==> src/hdl/mlm_pkg.sv <==
// Shared constants and types of the masked line mean block.
package mlm_pkg;

  localparam int MAX_LINE_DEF = 4096;

  localparam int SAMPLE_W = 32;
  localparam int FLAG_W   = 16;
  localparam int MEAN_W   = 32;
  localparam int FRAC_W   = 17;
  localparam int COUNT_W  = 13;
  localparam int FRAC_SHIFT = 16;

  localparam logic [FRAC_W-1:0] FRAC_ONE = FRAC_W'(65536);

  typedef enum logic [1:0] {
    BK_IDLE,
    BK_MEAN,
    BK_FRAC,
    BK_DONE
  } back_state_t;

endpackage

==> src/hdl/mlm_pix_if.sv <==
// Pixel request channel of the masked line mean block.
interface mlm_pix_if import mlm_pkg::*; ();
  logic                       valid;
  logic                       ready;
  logic signed [SAMPLE_W-1:0] sample;
  logic [FLAG_W-1:0]          dq_flags;
  logic                       last_in_line;

  modport source (output valid, sample, dq_flags, last_in_line, input ready);
  modport sink (input valid, sample, dq_flags, last_in_line, output ready);
endinterface

==> src/hdl/mlm_res_if.sv <==
// Line result channel of the masked line mean block.
interface mlm_res_if import mlm_pkg::*; ();
  logic                     valid;
  logic                     ready;
  logic signed [MEAN_W-1:0] mean;
  logic [FRAC_W-1:0]        good_fraction;
  logic [COUNT_W-1:0]       good_count;
  logic                     line_overflow;

  modport source (output valid, mean, good_fraction, good_count, line_overflow, input ready);
  modport sink (input valid, mean, good_fraction, good_count, line_overflow, output ready);
endinterface

==> src/hdl/mlm_front.sv <==
// Front end: takes pixels, applies the bad-flag mask and accumulates line totals.
module mlm_front import mlm_pkg::*; #(
  parameter int MAX_LINE = MAX_LINE_DEF
) (
  input  logic              clk,
  input  logic              rst,
  input  logic              cfg_write_en,
  input  logic [FLAG_W-1:0] cfg_write_data,
  mlm_pix_if.sink           pix,
  output logic              rec_valid,
  input  logic              rec_ready,
  output logic [SAMPLE_W+2*$clog2(MAX_LINE+1)+$clog2(MAX_LINE):0] rec_data
);

  localparam int CNT_W = $clog2(MAX_LINE + 1);
  localparam int ACC_W = SAMPLE_W + $clog2(MAX_LINE);

  logic [FLAG_W-1:0]       mask;
  logic signed [ACC_W-1:0] sum_acc;
  logic [CNT_W-1:0]        good_tally;
  logic [CNT_W-1:0]        pixel_tally;
  logic                    overflow_seen;

  logic signed [ACC_W-1:0] sum_acc_next;
  logic [CNT_W-1:0]        good_tally_next;
  logic [CNT_W-1:0]        pixel_tally_next;
  logic                    overflow_seen_next;
  logic                    is_good;
  logic                    at_limit;
  logic                    accept;

  always_comb begin
    is_good            = (pix.dq_flags & mask) == '0;
    at_limit           = pixel_tally == CNT_W'(MAX_LINE);
    sum_acc_next       = sum_acc;
    good_tally_next    = good_tally;
    pixel_tally_next   = pixel_tally;
    overflow_seen_next = overflow_seen;
    if (at_limit) begin
      overflow_seen_next = 1'b1;
    end else begin
      pixel_tally_next = pixel_tally + CNT_W'(1);
      if (is_good) begin
        sum_acc_next    = sum_acc + ACC_W'(pix.sample);
        good_tally_next = good_tally + CNT_W'(1);
      end
    end
  end

  assign pix.ready = rec_ready;
  assign accept    = pix.valid && rec_ready;
  assign rec_valid = accept && pix.last_in_line;
  assign rec_data  = {sum_acc_next, good_tally_next, pixel_tally_next, overflow_seen_next};

  always_ff @(posedge clk) begin
    if (rst) begin
      mask          <= '0;
      sum_acc       <= '0;
      good_tally    <= '0;
      pixel_tally   <= '0;
      overflow_seen <= 1'b0;
    end else begin
      if (cfg_write_en) begin
        mask <= cfg_write_data;
      end
      if (accept) begin
        if (pix.last_in_line) begin
          sum_acc       <= '0;
          good_tally    <= '0;
          pixel_tally   <= '0;
          overflow_seen <= 1'b0;
        end else begin
          sum_acc       <= sum_acc_next;
          good_tally    <= good_tally_next;
          pixel_tally   <= pixel_tally_next;
          overflow_seen <= overflow_seen_next;
        end
      end
    end
  end

`ifndef SYNTHESIS
  a_pixel_limit: assert property (@(posedge clk) disable iff (rst)
    pixel_tally <= CNT_W'(MAX_LINE))
    else $error("Pixel tally ran past the line limit.");
  a_good_le_pixel: assert property (@(posedge clk) disable iff (rst)
    good_tally <= pixel_tally)
    else $error("Good tally exceeds pixel tally.");
`endif

endmodule

==> src/hdl/mlm_queue.sv <==
// Two-entry queue that carries line totals from the front end to the back end.
module mlm_queue #(
  parameter int W = 1
) (
  input  logic         clk,
  input  logic         rst,
  input  logic         push_valid,
  output logic         push_ready,
  input  logic [W-1:0] push_data,
  output logic         pop_valid,
  input  logic         pop_ready,
  output logic [W-1:0] pop_data
);

  logic [W-1:0] entries [2];
  logic         wr_ptr;
  logic         rd_ptr;
  logic [1:0]   count;
  logic         do_push;
  logic         do_pop;

  assign push_ready = count != 2'd2;
  assign pop_valid  = count != 2'd0;
  assign pop_data   = entries[rd_ptr];
  assign do_push    = push_valid && push_ready;
  assign do_pop     = pop_valid && pop_ready;

  always_ff @(posedge clk) begin
    if (do_push) begin
      entries[wr_ptr] <= push_data;
    end
  end

  always_ff @(posedge clk) begin
    if (rst) begin
      wr_ptr <= 1'b0;
      rd_ptr <= 1'b0;
      count  <= 2'd0;
    end else begin
      if (do_push) begin
        wr_ptr <= !wr_ptr;
      end
      if (do_pop) begin
        rd_ptr <= !rd_ptr;
      end
      if (do_push && !do_pop) begin
        count <= count + 2'd1;
      end else if (do_pop && !do_push) begin
        count <= count - 2'd1;
      end
    end
  end

endmodule

==> src/hdl/mlm_back.sv <==
// Back end: shared restoring divider for mean and good fraction, and the result register.
module mlm_back import mlm_pkg::*; #(
  parameter int MAX_LINE = MAX_LINE_DEF
) (
  input  logic clk,
  input  logic rst,
  input  logic rec_valid,
  output logic rec_ready,
  input  logic [SAMPLE_W+2*$clog2(MAX_LINE+1)+$clog2(MAX_LINE):0] rec_data,
  mlm_res_if.source res
);

  localparam int CNT_W = $clog2(MAX_LINE + 1);
  localparam int ACC_W = SAMPLE_W + $clog2(MAX_LINE);
  localparam int CTR_W = $clog2(ACC_W);

  back_state_t state;
  back_state_t state_next;

  logic [ACC_W-1:0] rec_sum;
  logic [CNT_W-1:0] rec_good;
  logic [CNT_W-1:0] rec_pix;
  logic             rec_ovf;
  logic [ACC_W-1:0] sum_mag;

  logic [CNT_W-1:0] divisor;
  logic [CNT_W-1:0] rem;
  logic [ACC_W-1:0] quo;
  logic [CTR_W-1:0] ctr;
  logic             neg;
  logic [CNT_W-1:0] good_r;
  logic [CNT_W-1:0] pix_r;
  logic             ovf_r;
  logic [MEAN_W-1:0] mean_r;
  logic [FRAC_W-1:0] frac_r;

  logic [CNT_W:0]   shifted;
  logic             ge;
  logic [CNT_W:0]   diff;
  logic [CNT_W-1:0] rem_next;
  logic [ACC_W-1:0] quo_next;
  logic [ACC_W-1:0] quo_signed;
  logic [ACC_W-1:0] frac_dividend;
  logic             step_last;
  logic             load_out;

  logic                     out_valid;
  logic signed [MEAN_W-1:0] out_mean;
  logic [FRAC_W-1:0]        out_frac;
  logic [COUNT_W-1:0]       out_count;
  logic                     out_ovf;

  assign {rec_sum, rec_good, rec_pix, rec_ovf} = rec_data;
  assign sum_mag = rec_sum[ACC_W-1] ? (~rec_sum + ACC_W'(1)) : rec_sum;

  assign shifted       = {rem, quo[ACC_W-1]};
  assign ge            = shifted >= {1'b0, divisor};
  assign diff          = shifted - {1'b0, divisor};
  assign rem_next      = ge ? diff[CNT_W-1:0] : shifted[CNT_W-1:0];
  assign quo_next      = {quo[ACC_W-2:0], ge};
  assign quo_signed    = neg ? (~quo_next + ACC_W'(1)) : quo_next;
  assign frac_dividend = ACC_W'({good_r, {FRAC_SHIFT{1'b0}}});
  assign step_last     = ctr == '0;

  always_ff @(posedge clk) begin
    if (rst) begin
      state <= BK_IDLE;
    end else begin
      state <= state_next;
    end
  end

  always_comb begin
    state_next = state;
    rec_ready  = 1'b0;
    load_out   = 1'b0;
    case (state)
      BK_IDLE: begin
        rec_ready = 1'b1;
        if (rec_valid) begin
          state_next = (rec_good == '0) ? BK_DONE : BK_MEAN;
        end
      end
      BK_MEAN: begin
        if (step_last) begin
          state_next = BK_FRAC;
        end
      end
      BK_FRAC: begin
        if (step_last) begin
          state_next = BK_DONE;
        end
      end
      BK_DONE: begin
        if (!out_valid || res.ready) begin
          load_out   = 1'b1;
          state_next = BK_IDLE;
        end
      end
      default: begin
        state_next = BK_IDLE;
      end
    endcase
  end

  always_ff @(posedge clk) begin
    case (state)
      BK_IDLE: begin
        if (rec_valid) begin
          quo     <= sum_mag;
          rem     <= '0;
          divisor <= rec_good;
          ctr     <= CTR_W'(ACC_W - 1);
          neg     <= rec_sum[ACC_W-1];
          good_r  <= rec_good;
          pix_r   <= rec_pix;
          ovf_r   <= rec_ovf;
          mean_r  <= '0;
          frac_r  <= '0;
        end
      end
      BK_MEAN: begin
        if (step_last) begin
          mean_r  <= quo_signed[MEAN_W-1:0];
          quo     <= frac_dividend;
          rem     <= '0;
          divisor <= pix_r;
          ctr     <= CTR_W'(ACC_W - 1);
        end else begin
          quo <= quo_next;
          rem <= rem_next;
          ctr <= ctr - CTR_W'(1);
        end
      end
      BK_FRAC: begin
        quo <= quo_next;
        rem <= rem_next;
        ctr <= ctr - CTR_W'(1);
        if (step_last) begin
          frac_r <= quo_next[FRAC_W-1:0];
        end
      end
      BK_DONE: begin
        if (load_out) begin
          out_mean  <= mean_r;
          out_frac  <= frac_r;
          out_count <= COUNT_W'(good_r);
          out_ovf   <= ovf_r;
        end
      end
      default: begin
      end
    endcase
  end

  always_ff @(posedge clk) begin
    if (rst) begin
      out_valid <= 1'b0;
    end else if (load_out) begin
      out_valid <= 1'b1;
    end else if (res.ready) begin
      out_valid <= 1'b0;
    end
  end

  assign res.valid         = out_valid;
  assign res.mean          = out_mean;
  assign res.good_fraction = out_frac;
  assign res.good_count    = out_count;
  assign res.line_overflow = out_ovf;

`ifndef SYNTHESIS
  a_divisor_nonzero: assert property (@(posedge clk) disable iff (rst)
    (state == BK_MEAN || state == BK_FRAC) |-> divisor != '0)
    else $error("Divider runs with a zero divisor.");
  a_load_shows: assert property (@(posedge clk) disable iff (rst)
    load_out |=> res.valid)
    else $error("Loaded result is not presented.");
  a_frac_range: assert property (@(posedge clk) disable iff (rst)
    res.valid |-> res.good_fraction <= FRAC_ONE)
    else $error("Good fraction exceeds one.");
  a_empty_skip: assert property (@(posedge clk) disable iff (rst)
    (state == BK_IDLE && rec_valid && rec_good == '0) |=> state == BK_DONE)
    else $error("Line without good pixels did not skip the divider.");
`endif

endmodule

==> src/hdl/masked_line_mean.sv <==
// Top level of the masked line mean block: front end, line queue and divider back end.
// Pixels are taken one per cycle; the front end stalls only while the line queue is full.
// A line with no good pixel skips the divider. The shared divider in the back end forms
// two quotients per line, mean and good fraction, each ACC_W = 32 + clog2(MAX_LINE) bits.
// Synchronous reset clears the mask, the line totals, the queue and the result valid flag.
module masked_line_mean import mlm_pkg::*; #(
  parameter int MAX_LINE = MAX_LINE_DEF
) (
  input  logic              clk,
  input  logic              rst,
  input  logic              cfg_write_en,
  input  logic [FLAG_W-1:0] cfg_write_data,
  mlm_pix_if.sink           pix,
  mlm_res_if.source         res
);

  localparam int REC_W = SAMPLE_W + 2 * $clog2(MAX_LINE + 1) + $clog2(MAX_LINE) + 1;

  logic             push_valid;
  logic             push_ready;
  logic [REC_W-1:0] push_data;
  logic             pop_valid;
  logic             pop_ready;
  logic [REC_W-1:0] pop_data;

  mlm_front #(
    .MAX_LINE(MAX_LINE)
  ) u_front (
    .clk           (clk),
    .rst           (rst),
    .cfg_write_en  (cfg_write_en),
    .cfg_write_data(cfg_write_data),
    .pix           (pix),
    .rec_valid     (push_valid),
    .rec_ready     (push_ready),
    .rec_data      (push_data)
  );

  mlm_queue #(
    .W(REC_W)
  ) u_queue (
    .clk       (clk),
    .rst       (rst),
    .push_valid(push_valid),
    .push_ready(push_ready),
    .push_data (push_data),
    .pop_valid (pop_valid),
    .pop_ready (pop_ready),
    .pop_data  (pop_data)
  );

  mlm_back #(
    .MAX_LINE(MAX_LINE)
  ) u_back (
    .clk      (clk),
    .rst      (rst),
    .rec_valid(pop_valid),
    .rec_ready(pop_ready),
    .rec_data (pop_data),
    .res      (res)
  );

endmodule

==> src/flat_wrapper.sv <==
// flat-port wrapper written by rule: the top's interface ports become plain ports
module masked_line_mean_flat import mlm_pkg::*;
#(
  parameter int MAX_LINE = MAX_LINE_DEF
)
  (clk, rst, cfg_write_en, cfg_write_data, pix_valid, pix_sample, pix_dq_flags, pix_last_in_line, pix_ready, res_valid, res_mean, res_good_fraction, res_good_count, res_line_overflow, res_ready);
  mlm_pix_if pix_i ();
  mlm_res_if res_i ();
  input  logic clk;
  input  logic rst;
  input  logic cfg_write_en;
  input  logic [FLAG_W-1:0] cfg_write_data;
  input wire logic [$bits(pix_i.valid)-1:0] pix_valid;
  input wire logic [$bits(pix_i.sample)-1:0] pix_sample;
  input wire logic [$bits(pix_i.dq_flags)-1:0] pix_dq_flags;
  input wire logic [$bits(pix_i.last_in_line)-1:0] pix_last_in_line;
  output wire logic [$bits(pix_i.ready)-1:0] pix_ready;
  output wire logic [$bits(res_i.valid)-1:0] res_valid;
  output wire logic [$bits(res_i.mean)-1:0] res_mean;
  output wire logic [$bits(res_i.good_fraction)-1:0] res_good_fraction;
  output wire logic [$bits(res_i.good_count)-1:0] res_good_count;
  output wire logic [$bits(res_i.line_overflow)-1:0] res_line_overflow;
  input wire logic [$bits(res_i.ready)-1:0] res_ready;
  assign pix_i.valid = pix_valid;
  assign pix_i.sample = pix_sample;
  assign pix_i.dq_flags = pix_dq_flags;
  assign pix_i.last_in_line = pix_last_in_line;
  assign pix_ready = pix_i.ready;
  assign res_valid = res_i.valid;
  assign res_mean = res_i.mean;
  assign res_good_fraction = res_i.good_fraction;
  assign res_good_count = res_i.good_count;
  assign res_line_overflow = res_i.line_overflow;
  assign res_i.ready = res_ready;
  masked_line_mean #(.MAX_LINE(MAX_LINE)) u_core (.clk(clk), .rst(rst), .cfg_write_en(cfg_write_en), .cfg_write_data(cfg_write_data), .pix(pix_i), .res(res_i));
endmodule
==> config.mk <==
export PLATFORM = sky130hd
export DESIGN_NAME = masked_line_mean_flat
export DESIGN_NICKNAME = d
export VERILOG_FILES = /design/src/hdl/mlm_pkg.sv /design/src/hdl/mlm_pix_if.sv /design/src/hdl/mlm_res_if.sv /design/src/hdl/mlm_front.sv /design/src/hdl/mlm_queue.sv /design/src/hdl/mlm_back.sv /design/src/hdl/masked_line_mean.sv /design/src/flat_wrapper.sv
export SDC_FILE = /design/constraint.sdc
export NUM_CORES = 1
export LEC_CHECK = 0
export BUFFER_PORTS_ARGS = -buffer_cell sky130_fd_sc_hd__buf_2
export CAP_MARGIN = 40
export CORE_ASPECT_RATIO = 1.4
export CORE_MARGIN = 2
export CORE_UTILIZATION = 56
export CTS_BUF_LIST = sky130_fd_sc_hd__clkbuf_16
export DETAILED_ROUTE_END_ITERATION = 8
export HOLD_SLACK_MARGIN = 0.1
export PLACE_DENSITY = 0.74
export SETUP_SLACK_MARGIN = 0.1
export SYNTH_ARGS = -nofsm -noshare
export SYNTH_HDL_FRONTEND = slang
export SYNTH_SLANG_ARGS = --single-unit
==> constraint.sdc <==
create_clock -name clk -period 5.8 [get_ports clk]
set_clock_uncertainty 0.05 [all_clocks]
set_input_delay 0 -clock clk [delete_from_list [all_inputs] [get_ports clk]]
set_output_delay 0 -clock clk [all_outputs]
set_load 0.005 [all_outputs]
Word level (Yosys, flattened, before mapping)
Memories as Yosys holds them, arrays and structs flattened. A register that Yosys moved wholly into a read port is not among the register bits. Index checks and enable logic that the tools add are counted. W data, S select, Z words.

Bitwise operators: 3. Mux-type cells: 48. Order comparisons: 1. $add $sub $neg: 9. Reduce and logical (&&, ||, !) cells: 28. Eq/ne operators: 9.

Operators with widths (number): $mux W44 (6); $pmux W44 S3 (1); $mux W13 (10); $mux W32 (3); $pmux W32 S2 (1); $add A44 B1 Y44 const B (1); $add A44 B32 Y44 (1); $not A44 Y44 (1); $pmux W13 S3 (1); $mux W17 (2); $pmux W17 S2 (1); $add A32 B1 Y32 const B (1); $not A32 Y32 (1); $add A13 B1 Y13 const B (2); $pmux W13 S2 (1); $pmux W6 S3 (1); $and A16 B16 Y16 (1); $logic_not A16 Y1 (1); $ge A14 B13 Y1 (1); $mux W2 (7); $eq A13 B13 Y1 const B (1); $logic_not A13 Y1 (1); $sub A13 B13 Y13 (1); $mux W6 (2); 19 further kinds (49).

Word-level logic and storage cells: 123. Memories kept: 1. Register bits: 310. Output and inout port bits: 65. Memory bits (writable): 142.

Memories: u_core.u_queue.entries (depth 2, width 71, read ports 1, clocked after Yosys merged registers in 1, write ports 1, RTL line mlm_queue.sv:15) `logic [W-1:0] entries [2];`.

Depth between registers and ports, before layout
Depth after elaboration: 8. Mapped depth: 20.

Cells and area by module
Synthesis repeated with hierarchy kept, for this count alone.

Cells, all modules: 1907. Area, all modules: 22181.3 µm².

By module, submodules not included: mlm_back (sequential area each 6546.3 µm², cells each 810, area each 10348.7 µm², instances 1); mlm_front (sequential area each 1741.7 µm², cells each 852, area each 6496.2 µm², instances 1); mlm_queue (sequential area each 4364.2 µm², cells each 245, area each 5336.4 µm², instances 1).

Worst setup path after synthesis
OpenSTA, ideal clock, no wires.

Path kind: register -> register. From: register u_core.u_back.state[0]. To: register u_core.u_back.ctr[0], enable pin. Data arrival time: 4.006 ns. Cell stages (with the launch flop): 7. Slack: 1.260 ns. Required time: 5.266 ns. Cells stage by stage: dfxtp_1 -> inv_1 -> ha_1 -> clkbuf_1 -> clkbuf_1 -> nor2_1 -> nor2_1.

Word-level cells in the longest chain between the ends: 3. Elaborated cells on any way between the ends: 6.

RTL lines: start, declared (RTL line mlm_back.sv:17) `back_state_t state;`; start signal, assigned (RTL line mlm_back.sv:69) `state <= state_next;`; $eq A2 B2 Y1, or another cell as far along (RTL line mlm_back.sv:107) `case (state)`; $reduce_bool A3 Y1 (no line) / $ne A2 B1 Y1 (equally long branches); $reduce_and A2 Y1 (no line) *; end signal, assigned (RTL line mlm_back.sv:113) `ctr <= CTR_W'(ACC_W - 1);`; end signal, assigned (RTL line mlm_back.sv:128) `ctr <= CTR_W'(ACC_W - 1);`; end signal, assigned (RTL line mlm_back.sv:132) `ctr <= ctr - CTR_W'(1);`; end, declared (RTL line mlm_back.sv:29) `logic [CTR_W-1:0] ctr;`.

Mark *: on every way between the ends. The rest lies on a longest branch, timed or not. A chain may end at the register's enable or synchronous reset.

Final worst setup path
From: register u_core.u_back.quo[43]. To: register u_core.u_back.mean_r[22], data pin.

Word-level cells in the longest chain between the ends: 6.

RTL lines: start, declared (RTL line mlm_back.sv:28) `logic [ACC_W-1:0] quo;`; start signal, assigned (RTL line mlm_back.sv:110) `quo <= sum_mag;`; start signal, assigned (RTL line mlm_back.sv:125) `quo <= frac_dividend;`; start signal, assigned (RTL line mlm_back.sv:130) `quo <= quo_next;`; $ge A14 B13 Y1 (RTL line mlm_back.sv:57) `assign ge = shifted >= {1'b0, divisor};`; $not A32 Y32 (RTL line mlm_back.sv:61) `assign quo_signed = neg ? (~quo_next + ACC_W'(1)) : quo_next;`; $add A32 B1 Y32 (RTL line mlm_back.sv:61); $mux W32 (RTL line mlm_back.sv:61); $mux W32 (RTL line mlm_back.sv:123) `if (step_last) begin`; $pmux W32 S2 (RTL line mlm_back.sv:107); end signal, assigned (RTL line mlm_back.sv:124) `mean_r <= quo_signed[MEAN_W-1:0];`; end, declared (RTL line mlm_back.sv:34) `logic [MEAN_W-1:0] mean_r;`.

No other way between the ends. The select of a mux whose other input is x is not followed.

==> impl_results.md <==
- Multiplexer area fraction after synthesis: 0.0581
- Area of the core region: 39,500 um^2
- Area taken by flip-flops and latches: 12,700 um^2
- Max rail drop VDD: 0.281 mV
- Count of flip-flops with a built-in enable after synthesis: 358
- Total number of nets in the final design: 2,269
- DP HPWL: 35.2 mm
- Count of cells along the worst register-to-register path: 17
- Worst skew pair latency: 570 ps
- Total number of vias: 15,400
- Final-report setup violation count: 0
- Avg WL per Cell: 18.3 um
- Net Switching: 0.00401 W
- Nets in the synthesized netlist: 2,097
- Most repeated cell in the gate-level netlist after synthesis: sky130_fd_sc_hd__edfxtp_1
- Synthesized area divided by synthesized cell count: 11.5 um^2
- Placed cell areas: 23,700 um^2
- Cts-stage hold buffer count: 63
- Synth warn: 0
- Violation count after the first detailed-route iteration: 1,076
- Global-route wire length before repair: 79.2 mm
- Share of the synthesized area in the top cell type: 0.478
- Largest cells by area after synthesis: sky130_fd_sc_hd__edfxtp_1, sky130_fd_sc_hd__dfxtp_1, sky130_fd_sc_hd__ha_1
- Top layer in use: met4
- Required time worst endpoint: 6060 ps
- Detailed route wirelength on metal2: 24.3 mm
- Cell family with the largest share of critical-path delay: compound AO/OA/AOI/OAI gates
- Ratio of cells with drive above 1 in the final layout: 0.147
- End-of-flow core utilization: 0.649
- Comb pwr share: 0.322
- Part of the total power dissipated in sequential elements: 0.451
- Detailed-route wire length: 49.2 mm
- Worst hold path class: in -> reg
- DR pass1 iterations: 5
- Static Leakage: 9.67 nW
- Die X-Extent: 173 um
- CTS Root Buffer Type: sky130_fd_sc_hd__clkbuf_16
- Clock buffers created by TritonCTS: 41
- Cell depth of the worst min-delay path: 5
- Pint: 0.00763 W
- Run status: complete, no violations
- Final clock period utilization by the worst path: 0.757
- Clock edge transition at the registers on the reported setup and hold paths: 70 ps
- F_max: 228 MHz
- Max-slew violation count: 0
- Count of H-tree levels built during CTS: 2
- Clock tree from TritonCTS: built
- Sum of routed wire segments on met1: 20.7 mm
- Reported max-cap violation count: 0
- Simple-Gate Fraction of Synth Area: 0.127
- Complex-gate fraction of the synthesized area: 0.127
- Bufs on Longest Clock Path: 3
- Post-detailed-route via-to-cell ratio: 5.74
- Top cell types by occurrence after synthesis: sky130_fd_sc_hd__edfxtp_1, sky130_fd_sc_hd__nor2_1, sky130_fd_sc_hd__nand2_1
- Cell depth of the worst setup path: 17
- Proportion of register bits with asynchronous set or reset after synthesis: 0
- Global routing usage summed across all routing layers: 0.237
- Port Buf Inserts: 134
- Total met3 wirelength after detailed routing: 2.35 mm
- Unrepaired setup endpoints after global routing: no
- Area leader, netlist: sky130_fd_sc_hd__edfxtp_1
- Antenna violation net count after detailed routing: 0
- Count of clock tree sinks: 453
- Die footprint: 41,800 um^2
- Ports placed on the boundary: 135
- Adder and majority cell fraction of the synthesized area: 0.0402
- Hold violation count in the final report: 0
- Setup total negative slack: 0 ps
- Antenna violations before repair: 0
- Mapped cell area: 22,500 um^2
- Max-slew headroom: 0.418
- Synthesized-area fraction occupied by xor and xnor cells: 0.0584
- Post-CTS resize count: 0
- Buffering stage count on the worst path with inverters included: 3
- Top cell by count, worst path: sky130_fd_sc_hd__inv_1
- Worst-margin pin slew: 873 ps
- Endpoint arrival time on the critical path: 4650 ps
- Height of the chip: 241 um
- Number of instances in the synthesized netlist: 1,956
- Final instance area: 25,600 um^2
- Power density normalized to cell area: 454 nW/um^2
- Slowest stage delay, CP: 510 ps
- Proportion of total power due to net switching: 0.344
- Element type at the critical path end: flip-flop
- Worst setup slack after placement: 1370 ps
- Final worst slack: 1410 ps
- Part of the Yosys area used for sequential elements: 0.563
- Total congestion overflow: 0
- Number of diodes: 0
- CP max stage cell: sky130_fd_sc_hd__inv_1
- DRC viols: 0
- Final critical path time including I/O delays and setup: 4390 ps
- Rows: 86
- Footprint of the multi-input gates: 9290 um^2
- Largest net degree at the start of global routing: 61
- Path type of the worst setup path: reg -> reg
- Initial core utilization: 0.570
- Post-synthesis cell type count: 87
- Layout Area Growth over Synthesis: 13.9%
- Largest family of logic cells by synthesized area: simple AND/OR/NAND/NOR gates
- Critical Path Source Type: flip-flop
- # fillers: 3,034
- Critical path cell sequence: inv_1, ha_1, inv_1, fa_1, a21oi_1, o21bai_1, a21boi_1, o31ai_2, o2111a_1, or2_1, inv_1, ha_1, and2b_1, nand2_1, o31ai_1, xnor2_1, and2_1
- Final estimated routing congestion in global placement: 0.893
- Most used flip-flop cell after synthesis: sky130_fd_sc_hd__edfxtp_1
- Part of the total power dissipated in the clock network: 0.227
- Highest fanout seen on the critical path: 20
- Post-CTS setup buffer count: 0
- Number of global-route vias before repair: 15,200
- Register bit count reported by yosys: 453
==> layout by cell type, fill, tap and decap left out, drive strengths merged, types with 28 or more instances in the layout <==
cell type,count
xor2,66
edfxtp,358
clkbuf,41
mux2,58
nand3,44
o21ai,122
a21oi,99
xnor2,84
and2,52
nor2,156
inv,60
a21o,28
dlygate4sd3,63
dfxtp,95
mux2i,64
nor3,44
a22oi,45
buf,160
ha,69
nand2,154
==> metrics by stage <==
step / total power, W / std cells / hold slack (ps)
finish: 0.0116 / 2689 / 148
detailed placement: 0.00902 / 2550 / 193
floorplan: 0.00800 / 1956 / 97.2
global placement: 0.00889 / 2547 / 184
global route: 0.0123 / 2689 / 208
CTS: 0.0117 / 2689 / 127
==> final cells by class <==
class / instances / area share
Tap cell: 528 / 0.0258
Sequential cell: 453 / 0.494
Clock buffer: 41 / 0.0400
Inverter: 49 / 0.00718
Timing Repair Buffer: 223 / 0.0596
Multi-Input combinational cell: 1360 / 0.362
Clock inverter: 35 / 0.0110
==> final timing paths <==
kind | end | slack [ps] | startpoint
setup / recovery | u_core.u_back.mean_r[22] | 1410 | u_core.u_back.quo[43]
hold / removal | u_core.u_front.sum_acc[18] | 150 | pix_sample[18]
setup reg to reg | u_core.u_back.mean_r[22] | 1410 | u_core.u_back.quo[43]
hold reg to reg | u_core.u_back.res.mean[0] | 360 | u_core.u_back.mean_r[0]
==> routing by layer <==
layer  up-vias  global-route usage
met3       106              0.0302
met4         0               0.101
met1      7346               0.294
met2       421               0.420
li1       7566                   -
met5         -                   0
==> worst register-to-register path, cell delays in order (launching register included) <==
cell	delay (ps)
sky130_fd_sc_hd__edfxtp_1	390
sky130_fd_sc_hd__inv_1	70
sky130_fd_sc_hd__ha_1	160
sky130_fd_sc_hd__inv_1	60
sky130_fd_sc_hd__fa_1	400
sky130_fd_sc_hd__a21oi_1	170
sky130_fd_sc_hd__o21bai_1	120
sky130_fd_sc_hd__a21boi_1	240
sky130_fd_sc_hd__o31ai_2	130
sky130_fd_sc_hd__o2111a_1	290
sky130_fd_sc_hd__or2_1	220
sky130_fd_sc_hd__inv_1	510
sky130_fd_sc_hd__ha_1	330
sky130_fd_sc_hd__and2b_1	270
sky130_fd_sc_hd__nand2_1	160
sky130_fd_sc_hd__o31ai_1	320
sky130_fd_sc_hd__xnor2_1	90
sky130_fd_sc_hd__and2_1	150
==> logic make-up (layout without fill, tap and decap cells) <==
logic type | after synthesis | in the layout
muxes | 122 | 122
adders and majority gates | 71 | 71
buffers and inverters | 143 | 348
DFF | 453 | 453
and+or+nand+nor | 577 | 577
AOI/OAI and AO/OA | 440 | 440
xor gates and xnor gates | 150 | 150
==> registers in the layout, summed over array words and instances, names as in the netlist, 16 cells and up, named ones only <==
signal and flops:
u_core.u_back.quo 44, u_core.u_front.mask 16, u_core.u_back.frac_r 17, u_core.u_back.res.mean 32, u_core.u_queue.entries 142, u_core.u_front.sum_acc 44
u_core.u_back.res.good_fraction 17, u_core.u_back.mean_r 32
==> power groups by stage <==
stage / combinational [W] / clock [W] / sequential, W
after floorplan: 0.00283 / 0 / 0.00517
after global placement: 0.00359 / 0 / 0.00530
after detailed placement: 0.00370 / 0 / 0.00532
after CTS: 0.00376 / 0.00269 / 0.00525
after global routing: 0.00419 / 0.00281 / 0.00532
final: 0.00374 / 0.00265 / 0.00525
(Power assumes the default switching activity.)
